`config.mk`:
```
export PLATFORM = sky130hd
export DESIGN_NAME = ring_sequence_door_controller
export DESIGN_NICKNAME = d
export VERILOG_FILES = /design/src/hw/rtl/rsdc_pkg.sv /design/src/hw/rtl/ring_sequence_door_controller.sv
export SDC_FILE = /design/constraint.sdc
export NUM_CORES = 1
export LEC_CHECK = 0
export ABC_AREA = 1
export BUFFER_PORTS_ARGS = -buffer_cell sky130_fd_sc_hd__clkbuf_2
export CORE_AREA = 2 2 149 151
export DETAILED_ROUTE_END_ITERATION = 16
export DIE_AREA = 0 0 151 153
export GPL_TIMING_DRIVEN = 0
export PLACE_DENSITY = 0.71
export SLEW_MARGIN = 0
export SYNTH_ARGS = -nofsm -noshare
export SYNTH_HDL_FRONTEND = slang
export SYNTH_SLANG_ARGS = --single-unit
```
`constraint.sdc`:
```
create_clock -name clk -period 5.2 [get_ports clk]
set_clock_uncertainty 0.2 [all_clocks]
set_input_delay 0.26 -clock clk [delete_from_list [all_inputs] [get_ports clk]]
set_output_delay 0.26 -clock clk [all_outputs]
set_load 0.05 [all_outputs]
```
`src/hw/rtl/rsdc_pkg.sv`:
```
`default_nettype none

package rsdc_pkg;

  // Default width of the sequence timers
  localparam int unsigned TIMER_BITS_DEF = 16;

  // Stream word layout
  localparam int unsigned IN_TDATA_W  = 16;
  localparam int unsigned OUT_TDATA_W = 16;

  // Configuration port
  localparam int unsigned CFG_IDX_W  = 3;
  localparam int unsigned CFG_DATA_W = 16;

  typedef enum logic [CFG_IDX_W-1:0] {
    REG_REQUIRED_PRESSES = 3'd0,
    REG_TIMEOUT_TICKS    = 3'd1,
    REG_STROBE_DELAY     = 3'd2,
    REG_BLINK_TICKS      = 3'd3,
    REG_OPEN_TICKS       = 3'd4,
    REG_DEBOUNCE_TICKS   = 3'd5
  } cfg_reg_t;

  // Register reset values
  localparam logic [7:0]  RST_REQUIRED_PRESSES = 8'd5;
  localparam logic [15:0] RST_TIMEOUT_TICKS    = 16'd1500;
  localparam logic [15:0] RST_STROBE_DELAY     = 16'd200;
  localparam logic [15:0] RST_BLINK_TICKS      = 16'd30;
  localparam logic [15:0] RST_OPEN_TICKS       = 16'd300;
  localparam logic [7:0]  RST_DEBOUNCE_TICKS   = 8'd2;

  // Serial command and status characters
  localparam logic [7:0] CH_GREET     = 8'h49; // 'I'
  localparam logic [7:0] CH_RELEASE   = 8'h52; // 'R'
  localparam logic [7:0] CH_OPEN      = 8'h4F; // 'O'
  localparam logic [7:0] CH_TIMEOUT   = 8'h54; // 'T'
  localparam logic [7:0] CH_LOCK      = 8'h4C; // 'L'
  localparam logic [7:0] CH_UNLOCK    = 8'h55; // 'U'
  localparam logic [7:0] CH_STROBE_ON = 8'h53; // 'S'
  localparam logic [7:0] CH_STROBE_OFF = 8'h73; // 's'

  localparam logic [7:0] PRESS_MAX = 8'hFF;

  // One result word as it leaves the block
  typedef struct packed {
    logic                   tx_valid;
    logic [OUT_TDATA_W-1:0] data;
  } res_t;

endpackage

`default_nettype wire

```
`src/hw/rtl/ring_sequence_door_controller.sv`:
```
`default_nettype none

// Ring-sequence door controller.
// One word on the s_axis channel is one timer tick: the button level and an
// optional serial command byte (s_axis_tuser marks the byte as present).
// Every accepted tick gives exactly one word on m_axis: door, LED and strobe
// levels and an optional status byte (m_axis_tuser marks it as present).
// The cfg channel writes the six configuration registers; cfg_ready is always high
// and writes are meant to happen only while no tick is in flight.
// Each result is registered, in the skid register while the receiver stalls.
// Throughput: one tick per cycle while s_axis_tready is high; the whole
// tick update is one pass of counter compares and mode updates between
// the state and the result register.
// When the receiver stalls, the result register holds and a skid register
// takes one more tick; s_axis_tready drops only while both are full.
// Reset (rst, synchronous) loads the register defaults, clears the sequence,
// unlocks, enables the strobe and arms the greeting, so the first idle tick
// answers with status 'I'.
module ring_sequence_door_controller #(
  parameter int unsigned TIMER_BITS = rsdc_pkg::TIMER_BITS_DEF
) (
  input  wire logic                               clk,
  input  wire logic                               rst,
  // cfg word
  input  wire logic                               cfg_valid,
  output      logic                               cfg_ready,
  input  wire logic [rsdc_pkg::CFG_IDX_W-1:0]     cfg_index,
  input  wire logic [rsdc_pkg::CFG_DATA_W-1:0]    cfg_data,
  // tick word
  input  wire logic                               s_axis_tvalid,
  output      logic                               s_axis_tready,
  // [0] ring_level, [8:1] cmd_byte, [15:9] zero
  input  wire logic [rsdc_pkg::IN_TDATA_W-1:0]    s_axis_tdata,
  // [0] cmd_valid
  input  wire logic                               s_axis_tuser,
  // result word
  output      logic                               m_axis_tvalid,
  input  wire logic                               m_axis_tready,
  // [0] door_drive, [1] led_drive, [2] strobe_drive, [10:3] tx_byte, [15:11] zero
  output      logic [rsdc_pkg::OUT_TDATA_W-1:0]   m_axis_tdata,
  // [0] tx_valid
  output      logic                               m_axis_tuser
);

  import rsdc_pkg::*;

  localparam int unsigned CMP_W = (TIMER_BITS > 16) ? TIMER_BITS : 16;

  typedef enum logic [2:0] {
    M_IDLE,
    M_DEB1,
    M_DEB2,
    M_RELEASE,
    M_BLINK,
    M_OPEN
  } mode_t;

  // Configuration registers
  logic [7:0]  required_presses;
  logic [15:0] timeout_ticks;
  logic [15:0] strobe_delay_ticks;
  logic [15:0] blink_ticks;
  logic [15:0] open_ticks;
  logic [7:0]  debounce_ticks;

  // Controller state
  mode_t                 mode, mode_next;
  logic [15:0]           wait_counter, wait_counter_next;
  logic [7:0]            press_count, press_count_next;
  logic [TIMER_BITS-1:0] since_first, since_first_next;
  logic [TIMER_BITS-1:0] since_last, since_last_next;
  logic                  locked, locked_next;
  logic                  strobe_enabled, strobe_enabled_next;
  logic                  greeting_sent, greeting_sent_next;
  logic                  door_after_blink, door_after_blink_next;
  logic                  strobe_on, strobe_on_next;

  // Result registers
  logic out_valid, skid_valid;
  res_t out_res, skid_res, res_next;

  logic       ring;
  logic       cmd_valid;
  logic [7:0] cmd_byte;
  logic       accept_in;
  logic       take_out;
  logic       tx_valid;
  logic [7:0] tx_byte;
  logic       door_drive;
  logic       led_drive;
  logic       do_idle;
  logic       do_rest;

  assign ring      = s_axis_tdata[0];
  assign cmd_byte  = s_axis_tdata[8:1];
  assign cmd_valid = s_axis_tuser;

  assign cfg_ready     = 1'b1;
  assign s_axis_tready = !skid_valid;
  assign accept_in     = s_axis_tvalid && s_axis_tready;
  assign m_axis_tvalid = out_valid;
  assign m_axis_tdata  = out_res.data;
  assign m_axis_tuser  = out_res.tx_valid;
  assign take_out      = out_valid && m_axis_tready;

  // Write configuration registers
  always_ff @(posedge clk) begin
    if (rst) begin
      required_presses   <= RST_REQUIRED_PRESSES;
      timeout_ticks      <= RST_TIMEOUT_TICKS;
      strobe_delay_ticks <= RST_STROBE_DELAY;
      blink_ticks        <= RST_BLINK_TICKS;
      open_ticks         <= RST_OPEN_TICKS;
      debounce_ticks     <= RST_DEBOUNCE_TICKS;
    end else if (cfg_valid && cfg_ready) begin
      case (cfg_index)
        REG_REQUIRED_PRESSES: required_presses   <= cfg_data[7:0];
        REG_TIMEOUT_TICKS:    timeout_ticks      <= cfg_data;
        REG_STROBE_DELAY:     strobe_delay_ticks <= cfg_data;
        REG_BLINK_TICKS:      blink_ticks        <= cfg_data;
        REG_OPEN_TICKS:       open_ticks         <= cfg_data;
        REG_DEBOUNCE_TICKS:   debounce_ticks     <= cfg_data[7:0];
        default: ;
      endcase
    end
  end

  // Work out one tick: timers, mode step, idle poll, then timeout, strobe delay or command
  always_comb begin
    mode_next             = mode;
    wait_counter_next     = wait_counter;
    press_count_next      = press_count;
    since_first_next      = since_first;
    since_last_next       = since_last;
    locked_next           = locked;
    strobe_enabled_next   = strobe_enabled;
    greeting_sent_next    = greeting_sent;
    door_after_blink_next = door_after_blink;
    strobe_on_next        = strobe_on;
    tx_valid              = 1'b0;
    tx_byte               = 8'd0;
    do_idle               = 1'b0;
    do_rest               = 1'b0;

    // advance sequence timers, saturating
    if (press_count != 8'd0) begin
      if (since_first != {TIMER_BITS{1'b1}}) since_first_next = since_first + TIMER_BITS'(1);
      if (since_last != {TIMER_BITS{1'b1}})  since_last_next  = since_last + TIMER_BITS'(1);
    end

    case (mode)
      M_DEB1, M_DEB2: begin
        if (wait_counter > 16'd1) begin
          wait_counter_next = wait_counter - 16'd1;
        end else if (ring) begin
          if (mode == M_DEB1) begin
            mode_next         = M_DEB2;
            wait_counter_next = {8'd0, debounce_ticks};
          end else begin
            mode_next = M_RELEASE;
          end
        end else begin
          mode_next = M_IDLE;
          do_rest   = 1'b1;
        end
      end
      M_RELEASE: begin
        // accept the press on release
        if (!ring) begin
          tx_valid  = 1'b1;
          tx_byte   = CH_RELEASE;
          mode_next = M_IDLE;
          if (!locked) begin
            if (press_count == 8'd0) since_first_next = '0;
            if (press_count != PRESS_MAX) press_count_next = press_count + 8'd1;
            door_after_blink_next = (press_count_next >= required_presses);
            mode_next             = M_BLINK;
            wait_counter_next     = blink_ticks;
          end
        end
      end
      M_BLINK: begin
        if (wait_counter > 16'd1) begin
          wait_counter_next = wait_counter - 16'd1;
        end else begin
          wait_counter_next = 16'd0;
          since_last_next   = '0;
          if (door_after_blink) begin
            strobe_on_next        = 1'b0;
            press_count_next      = 8'd0;
            since_first_next      = '0;
            door_after_blink_next = 1'b0;
            tx_valid              = 1'b1;
            tx_byte               = CH_OPEN;
            mode_next             = M_OPEN;
            wait_counter_next     = open_ticks;
          end else begin
            do_idle = 1'b1;
          end
        end
      end
      M_OPEN: begin
        if (wait_counter > 16'd1) begin
          wait_counter_next = wait_counter - 16'd1;
        end else begin
          wait_counter_next = 16'd0;
          do_idle           = 1'b1;
        end
      end
      default: do_idle = 1'b1;
    endcase

    // idle poll: greeting, then button, then the rest
    if (do_idle) begin
      mode_next = M_IDLE;
      if (!greeting_sent) begin
        greeting_sent_next = 1'b1;
        tx_valid           = 1'b1;
        tx_byte            = CH_GREET;
      end else if (ring) begin
        if (debounce_ticks == 8'd0) begin
          mode_next = M_RELEASE;
        end else begin
          mode_next         = M_DEB1;
          wait_counter_next = {8'd0, debounce_ticks};
        end
      end else begin
        do_rest = 1'b1;
      end
    end

    // sequence timeout and strobe delay take the tick; else run the command
    if (do_rest) begin
      if ((press_count_next != 8'd0) &&
          (CMP_W'(since_first_next) >= CMP_W'(timeout_ticks))) begin
        tx_valid              = 1'b1;
        tx_byte               = CH_TIMEOUT;
        strobe_on_next        = 1'b0;
        press_count_next      = 8'd0;
        since_first_next      = '0;
        since_last_next       = '0;
        door_after_blink_next = 1'b0;
      end else if ((press_count_next != 8'd0) &&
                   (CMP_W'(since_last_next) >= CMP_W'(strobe_delay_ticks))) begin
        if (strobe_enabled) strobe_on_next = 1'b1;
      end else if (cmd_valid) begin
        case (cmd_byte)
          CH_OPEN: begin
            tx_valid          = 1'b1;
            tx_byte           = CH_OPEN;
            mode_next         = M_OPEN;
            wait_counter_next = open_ticks;
          end
          CH_LOCK: begin
            tx_valid    = 1'b1;
            tx_byte     = CH_LOCK;
            locked_next = 1'b1;
          end
          CH_UNLOCK: begin
            tx_valid    = 1'b1;
            tx_byte     = CH_UNLOCK;
            locked_next = 1'b0;
          end
          CH_STROBE_ON: begin
            tx_valid            = 1'b1;
            tx_byte             = CH_STROBE_ON;
            strobe_enabled_next = 1'b1;
          end
          CH_STROBE_OFF: begin
            tx_valid            = 1'b1;
            tx_byte             = CH_STROBE_OFF;
            strobe_on_next      = 1'b0;
            strobe_enabled_next = 1'b0;
          end
          default: ;
        endcase
      end
    end

    // drive levels from the new state
    door_drive = (mode_next == M_OPEN) && (wait_counter_next != 16'd0);
    led_drive  = !((mode_next == M_BLINK) && (wait_counter_next != 16'd0));

    res_next.tx_valid = tx_valid;
    res_next.data     = {5'd0, tx_byte, strobe_on_next, led_drive, door_drive};
  end

  // Hold controller state, advance on each accepted tick
  always_ff @(posedge clk) begin
    if (rst) begin
      mode             <= M_IDLE;
      wait_counter     <= 16'd0;
      press_count      <= 8'd0;
      since_first      <= '0;
      since_last       <= '0;
      locked           <= 1'b0;
      strobe_enabled   <= 1'b1;
      greeting_sent    <= 1'b0;
      door_after_blink <= 1'b0;
      strobe_on        <= 1'b0;
    end else if (accept_in) begin
      mode             <= mode_next;
      wait_counter     <= wait_counter_next;
      press_count      <= press_count_next;
      since_first      <= since_first_next;
      since_last       <= since_last_next;
      locked           <= locked_next;
      strobe_enabled   <= strobe_enabled_next;
      greeting_sent    <= greeting_sent_next;
      door_after_blink <= door_after_blink_next;
      strobe_on        <= strobe_on_next;
    end
  end

  // Output register with skid stage
  always_ff @(posedge clk) begin
    if (rst) begin
      out_valid  <= 1'b0;
      skid_valid <= 1'b0;
    end else if (take_out || !out_valid) begin
      if (skid_valid) begin
        out_valid  <= 1'b1;
        skid_valid <= accept_in;
      end else begin
        out_valid  <= accept_in;
      end
    end else if (accept_in) begin
      skid_valid <= 1'b1;
    end
  end

  // Move result words
  always_ff @(posedge clk) begin
    if (take_out || !out_valid) begin
      if (skid_valid) begin
        out_res <= skid_res;
        if (accept_in) skid_res <= res_next;
      end else if (accept_in) begin
        out_res <= res_next;
      end
    end else if (accept_in) begin
      skid_res <= res_next;
    end
  end

`ifndef SYNTHESIS
  a_skid_behind_out: assert property (@(posedge clk) disable iff (rst)
    skid_valid |-> out_valid)
    else $error("skid word held without an output word");

  a_idle_seq_clear: assert property (@(posedge clk) disable iff (rst)
    (press_count == 8'd0) |-> (since_first == '0 && since_last == '0))
    else $error("sequence timers running with no press counted");

  a_door_not_blink: assert property (@(posedge clk) disable iff (rst)
    out_valid |-> !(out_res.data[0] && !out_res.data[1]))
    else $error("door driven during a blink");

  a_tx_byte_zero: assert property (@(posedge clk) disable iff (rst)
    (out_valid && !out_res.tx_valid) |-> (out_res.data[10:3] == 8'd0))
    else $error("status byte set without tx_valid");
`endif

endmodule

`default_nettype wire
```
==> impl_metrics.ini, run 1 <==
[clock_tree]
cts-root-buf = clkbuf_16
clock_latency_ns = 0.44
cts_tree = done
ctsHtreeMaxLevel = 4
cts.sinks = 166
clk_pin_slew_worst_paths_ns = 0.07
clk_path_buf_depth = 2
cts_buffers = 17

[grt]
grt_pass1_wl_um = 51170
use_met2_pct = 45.50
grt_overflow_total = 0
grt_pass1_vias = 9652
grt_max_degree = 17
grt_most_used_layer = met2
track_usage_pct = 28.58
use_met1_pct = 37.82
grt_util_met3_pct = 5.194
antenna_found_initial = 0

[routing]
routed_wl_um = 32830
drt_iter0_drc = 882
drt-wirelength-per-cell_um = 17.15
drc = 0
vias = 10410
final_antenna_net_count = 0
drtPass1Iterations = 5
viasPerCell = 5.439

[yosys]
syn_area_um2 = 10210
yosys_warnings = 0
ys_seq_area_share_pct = 34.51
async_flop_share_pct = 0
ys_seq_elements = 166
synth_edf_count = 20
syn_inst = 1533
syn-mean-instance-area_um2 = 6.660
ys.flop_type = dfxtp_1
synth.distinct_cells = 53

[die]
die-area_um2 = 23100
fp.dieH_um = 153
row_count = 54
start_util_pct = 47.52
die_x_um = 151
fp.coreArea_um2 = 21490
ioPinCount = 61

[critical_path]
crit_path_frequent_cell = nand2_1
worstSetupEndpointType = flop
cp_max_fo = 10
cp_top_family = simple AND/OR/NAND/NOR gates
max_stage_delay_ns = 0.37
cp_data_arrival_time_ns = 4.89
critPathKind = flop to flop
crit_required_ns = 5.18
critPathBufInv = 3
cp-start-kind = flop
slowest_stage = dfxtp_1

[power_and_ir_drop]
p_per_area_nw_per_um2 = 277.0
ir_worst_vdd_mv = 0.2400
p_leak_nw = 5.063
finalPower_mw = 3.224

[timing]
fin_crit_ns = 4.907
worstMarginPinSlew_ns = 0.8320
relSlewSlack_pct = 44.54
period_share_pct = 94.37
maxSlewViolCount = 0
hold_viol = 2
setup-tns-final_ns = 0
setup_viol = 0
hold_slack_ns = -0.005244
fmax_mhz = 203.8

[placement]
placement.io_buffers = 44
dp_hpwl_um = 24740
placed_area_um2 = 10800
gp_congestion = 0.9927

[status]
failed_checks = hold timing
outcome = finished, violations left

[flow_run]
maxCapViolCount = 0

[final_layout]
diodes = 0
nets = 1709
drive_gt1_share_pct = 10.40
syn_to_final_growth_pct = 14.01
finish.instance_area_um2 = 11640

[hold_path]
holdCritPathClass = input port to flop
worst reg2reg max path: stages, from the launching register on:
cell      delay [ns]
dfxtp_1         0.37
inv_1           0.16
ha_2            0.26
o21ai_1         0.10
nor2_2          0.18
nand3_4         0.18
nand2_2         0.12
nand2_2         0.11
a21oi_4         0.26
inv_1           0.14
o21ai_0         0.10
a21oi_1         0.08
ha_1            0.30
a21oi_1         0.13
o21ai_0         0.10
a21oi_1         0.22
nand3_2         0.24
a21oi_4         0.28
nand2_4         0.14
buf_6           0.18
nand2_1         0.07
nand2_1         0.10
nor2_1          0.12
nand2_1         0.09
nor2_2          0.18
nand2_1         0.10
nand3b_1        0.09
nand2_1         0.05
worst paths after layout:
path | from | end | slack (ns) | cells after the start
hold / removal | cfg_data[1] | blink_ticks[1] | -0.005 | 3
hold reg to reg | timeout_ticks[9] | timeout_ticks[9] | 0.27 | 2
setup / recovery | wait_counter[0] | m_axis_tdata[0] | 0.29 | 27
setup reg to reg | wait_counter[0] | m_axis_tdata[0] | 0.29 | 27
report_power, final:
| part | switching, mW | leakage, nW | internal (mW) |
|---|---|---|---|
| logic | 0.392 | 3.40 | 0.165 |
| clock network | 0.550 | 0.287 | 0.732 |
| registers | 0.0395 | 1.38 | 1.35 |
| total | 0.981 | 5.06 | 2.24 |
cell usage after synthesis, types with 3 or more instances:
cell type,instances,share of area (%)
o22ai_1,5,0.31
o211ai_1,20,1.5
a31oi_1,6,0.37
edfxtp_1,20,5.9
o21a_1,5,0.37
buf_2,10,0.49
o21ai_1,7,0.34
nand3_1,74,3.6
nor4_1,5,0.31
a21oi_1,154,7.5
nor2_2,14,0.86
inv_2,9,0.33
nand2_2,10,0.61
nor3_1,29,1.4
nor2_4,3,0.33
nand4_1,19,1.2
buf_4,11,0.81
ha_1,46,5.6
o21ai_0,139,6.8
inv_1,181,6.7
clkinv_1,6,0.22
or2_2,3,0.18
clkbuf_1,41,1.5
xor2_1,17,1.5
nor3b_1,3,0.22
nand2_4,3,0.33
a22oi_1,6,0.44
xnor2_1,5,0.43
nor2_1,148,5.4
nand2_1,355,13
dfxtp_1,146,29
area by class of cell:
cell class | instances | area [um^2]
fill | 2114 | 9846
clock inverter | 8 | 88.84
inverter | 197 | 742.0
multi-input combinational | 1109 | 5719
clock buffer | 23 | 499.2
tap | 280 | 350.3
timing repair buffer | 65 | 397.9
buffer | 66 | 316.6
sequential | 166 | 3526
placed cells by master, fill, tap and decap left out, types with 15 or more instances in the layout:
master,count
nor2_1,145
xor2_1,17
nand4_1,19
o211ai_1,20
o21ai_0,137
clkbuf_2,44
nor2_2,15
inv_1,181
buf_4,24
edfxtp_1,20
dfxtp_1,144
nor3_1,28
clkbuf_16,18
nand2_1,355
a21oi_1,152
nand3_1,72
clkbuf_1,43
ha_1,45
through the flow:
stage	setup WS, ns	utilization (%)	instances	hold WS, ns
after floorplan	1.101	-	1538	0.1862
after global placement	-0.4514	50.26	1862	0.2432
after detailed placement	-0.4126	50.26	1862	0.2531
after CTS	0.02501	53.49	1903	0.001653
after global routing	-0.005157	54.18	1914	0.007637
final	0.2926	54.18	1914	-0.005244
registers in the layout (all words and copies together) (netlist names), 3 cells and up:
register            count
required_presses        8
mode                    3
open_ticks             16
blink_ticks            16
wait_counter           16
m_axis_tdata            9
press_count             8
timeout_ticks          16
debounce_ticks          8
strobe_delay_ticks     16
skid_res               10
since_first            16
since_last             16
cells by family (layout without fill, tap and decap cells):
group,Yosys count,in the layout,share of synthesized area [%]
and+or+nand+nor,671,671,27.99
AOI/OAI and AO/OA,363,363,19.53
buffers and inverters,263,359,10.37
DFF,166,166,34.51
adders and majority gates,46,46,5.637
xor gates and xnor gates,22,22,1.887
other,2,7,0.07356
per-layer routing:
layer | up-vias | wire length (um) | part of all wire (%)
met3 | 86 | 2281 | 6.9
met4 | 0 | 1401 | 4.3
met1 | 4718 | 14150 | 43
met2 | 400 | 15000 | 46
met5 | - | 0 | 0
li1 | 5207 | - | -
timing repair:
action                                 4_1_cts  5_1_grt
hold buffers                                 8        0
gates resized for setup                      3       17
setup buffers                                2       11
endpoints found under the hold margin       10        0
pin swaps                                    2        5
setup endpoints to repair                   44       44
Power figures use the tool's default switching activity.
==> run 2: changes to the inputs <==
PLACE_DENSITY = not set   (was 0.71)
==> run 2 against run 1 <==
  * Largest cell class unchanged
  * Flip-flop and latch count is the same
  * Combinational power grew 0.7%
  * Sequential power is essentially flat
  * Final cell count grew 0.10%
  * Fmax shrank 0.67%
  * The flow now finishes without violations
  * Die area is the same
  * Via count shrank 1.3%
  * Sequential share of layout area is essentially flat
  * Critical path type unchanged
  * Final area is essentially flat
  * Wire length grew 0.37%
  * Core utilization is essentially flat
  * Clock power shrank 5%
==> impl_metrics.ini, run 2 (synthesis gave the netlist of run 1 again) <==
[hold_path]
holdCritPathClass = input port to flop

[final_layout]
nets = 1710
diodes = 0
syn_to_final_growth_pct = 14.00
final_common_cell = nand2_1
final_cells = 1916
final_cell_mix = nand2_1 (355), inv_1 (181), a21oi_1 (150)
drive_gt1_share_pct = 10.45

[clock_tree]
cts.sinks = 166
cts_tree = done
cts_buffers = 17
clk_pin_slew_worst_paths_ns = 0.07
clk_path_buf_depth = 2
clock_latency_ns = 0.43
ctsHtreeMaxLevel = 4
cts-root-buf = clkbuf_16

[die]
row_count = 54
die_x_um = 151
fp.coreArea_um2 = 21490
die-area_um2 = 23100
fp.dieH_um = 153
ioPinCount = 61
start_util_pct = 47.52

[grt]
grt_overflow_total = 0
grt_pass1_vias = 9464
grt_pass1_wl_um = 51750
track_usage_pct = 28.90
grt_max_degree = 17
antenna_found_initial = 1

[flow_run]
maxCapViolCount = 0

[critical_path]
critPathKind = flop to flop
reg2reg_depth = 26
ff2ff_setup_slack_ns = 0.26
startpoint = press_count[0]
r2r_start = press_count[0]
cp_top_family = simple AND/OR/NAND/NOR gates
critPathBufInv = 3
cp_data_arrival_time_ns = 4.92
max_stage_delay_ns = 0.39
crit_required_ns = 5.18
cp_max_fo = 10
crit_path_frequent_cell = nand2_1
worstSetupEndpointType = flop
cp-start-kind = flop
cp.depth = 26
reg2reg_to = m_axis_tdata[0]
critPathCapture = m_axis_tdata[0]
slowest_stage = dfxtp_2

[routing]
viasPerCell = 5.363
drt-wirelength-per-cell_um = 17.20
routed_wl_um = 32950
final_antenna_net_count = 0
drt_iter0_drc = 750
vias = 10280
drtPass1Iterations = 5
drc = 0

[timing]
hold_slack_ns = 0.01669
hold_viol = 0
worstMarginPinSlew_ns = 0.8309
maxSlewViolCount = 0
setup-tns-final_ns = 0
worst_slack_ns = 0.2593
fmax_mhz = 202.4
setup_viol = 0
relSlewSlack_pct = 44.61
fin_crit_ns = 4.941
period_share_pct = 95.01

[placement]
placement.io_buffers = 44
post-place-ws_ns = -0.4392
gp_congestion = 0.9671
dpl.cell_count = 1862
dp_hpwl_um = 25070

[status]
outcome = complete, no violations

[power_and_ir_drop]
finalPower_mw = 3.172
p_leak_nw = 5.065
p_per_area_nw_per_um2 = 272.5
ir_worst_vdd_mv = 0.2075
==> run 2: cell types whose count changed in the layout (fill, tap and decap cells not counted), moves of 2 or more <==
cell and change:
clkbuf_8 -3, dlygate4sd3_1 +3, a21oi_1 -2, a21oi_2 +2
buf_4 -2, clkbuf_2 +2
==> run 2: worst min-delay path by stage <==
stage	startpoint	to	cells past startpoint	slack, ns
after floorplan	cfg_data[1]	debounce_ticks[1]	2	0.19
after global placement	blink_ticks[2]	blink_ticks[2]	2	0.24
after detailed placement	blink_ticks[10]	blink_ticks[10]	2	0.25
after CTS	cfg_data[14]	blink_ticks[14]	3	0.002
after global routing	cfg_data[2]	blink_ticks[2]	3	0.02
final	cfg_data[2]	blink_ticks[2]	3	0.02
==> run 2: power breakdown <==
part	total, mW	switching [mW]	internal (mW)
combinational	0.561	0.393	0.168
sequential	1.39	0.0393	1.35
clock	1.22	0.555	0.670
==> run 2: repair_timing <==
item / in CTS / in global routing
pin swaps: 2 / 6
hold buffers: 11 / 0
buffers inserted: 2 / 9
hold endpoints to repair: 16 / 0
gates resized for setup: 4 / 23
endpoints found under the setup margin: 45 / 45
==> run 2: cell type report <==
type                            count  area [um^2]
Inverter                          197        742.0
Fill cell                        2251         9847
Clock buffer                       20        436.7
Timing Repair Buffer               66        412.9
Sequential cell                   166         3526
Buffer                             66        319.1
Clock inverter                     12        118.9
Multi-Input combinational cell   1109         5733
Tap cell                          280        350.3
==> run 2: routing by layer <==
| layer | share of wire, % | track usage [%] | up-vias |
|---|---|---|---|
| li1 | - | - | 5216 |
| met1 | 45 | 38.95 | 4690 |
| met2 | 46 | 47.03 | 316 |
| met3 | 5.8 | 5.284 | 51 |
| met4 | 2.8 | 8.634 | 2 |
| met5 | 0.036 | 0 | - |
==> run 2: worst register-to-register path, cell delays in order (launching register included) <==
cell	delay (ns)
dfxtp_2	0.39
inv_2	0.07
ha_1	0.21
nand4_1	0.24
inv_1	0.14
a21oi_1	0.25
nand4_1	0.22
or2_2	0.36
nor2_1	0.09
nor2_1	0.05
nor3_2	0.21
ha_1	0.30
a21oi_1	0.14
o21ai_0	0.11
a21oi_2	0.20
nand3_4	0.17
a21oi_4	0.24
nand2_4	0.15
buf_6	0.19
nand2_1	0.06
nand2_1	0.10
nor2_1	0.12
nand2_1	0.08
nor2_2	0.16
nand2_1	0.10
nand3b_1	0.09
nand2_1	0.06
==> run 2: stage by stage <==
stage / instance area [um^2] / utilization [%]
2_1_floorplan: 10230 / -
3_3_place_gp: 10800 / 50.26
3_5_place_dp: 10800 / 50.26
4_1_cts: 11490 / 53.48
5_1_grt: 11640 / 54.17
6_report: 11640 / 54.17
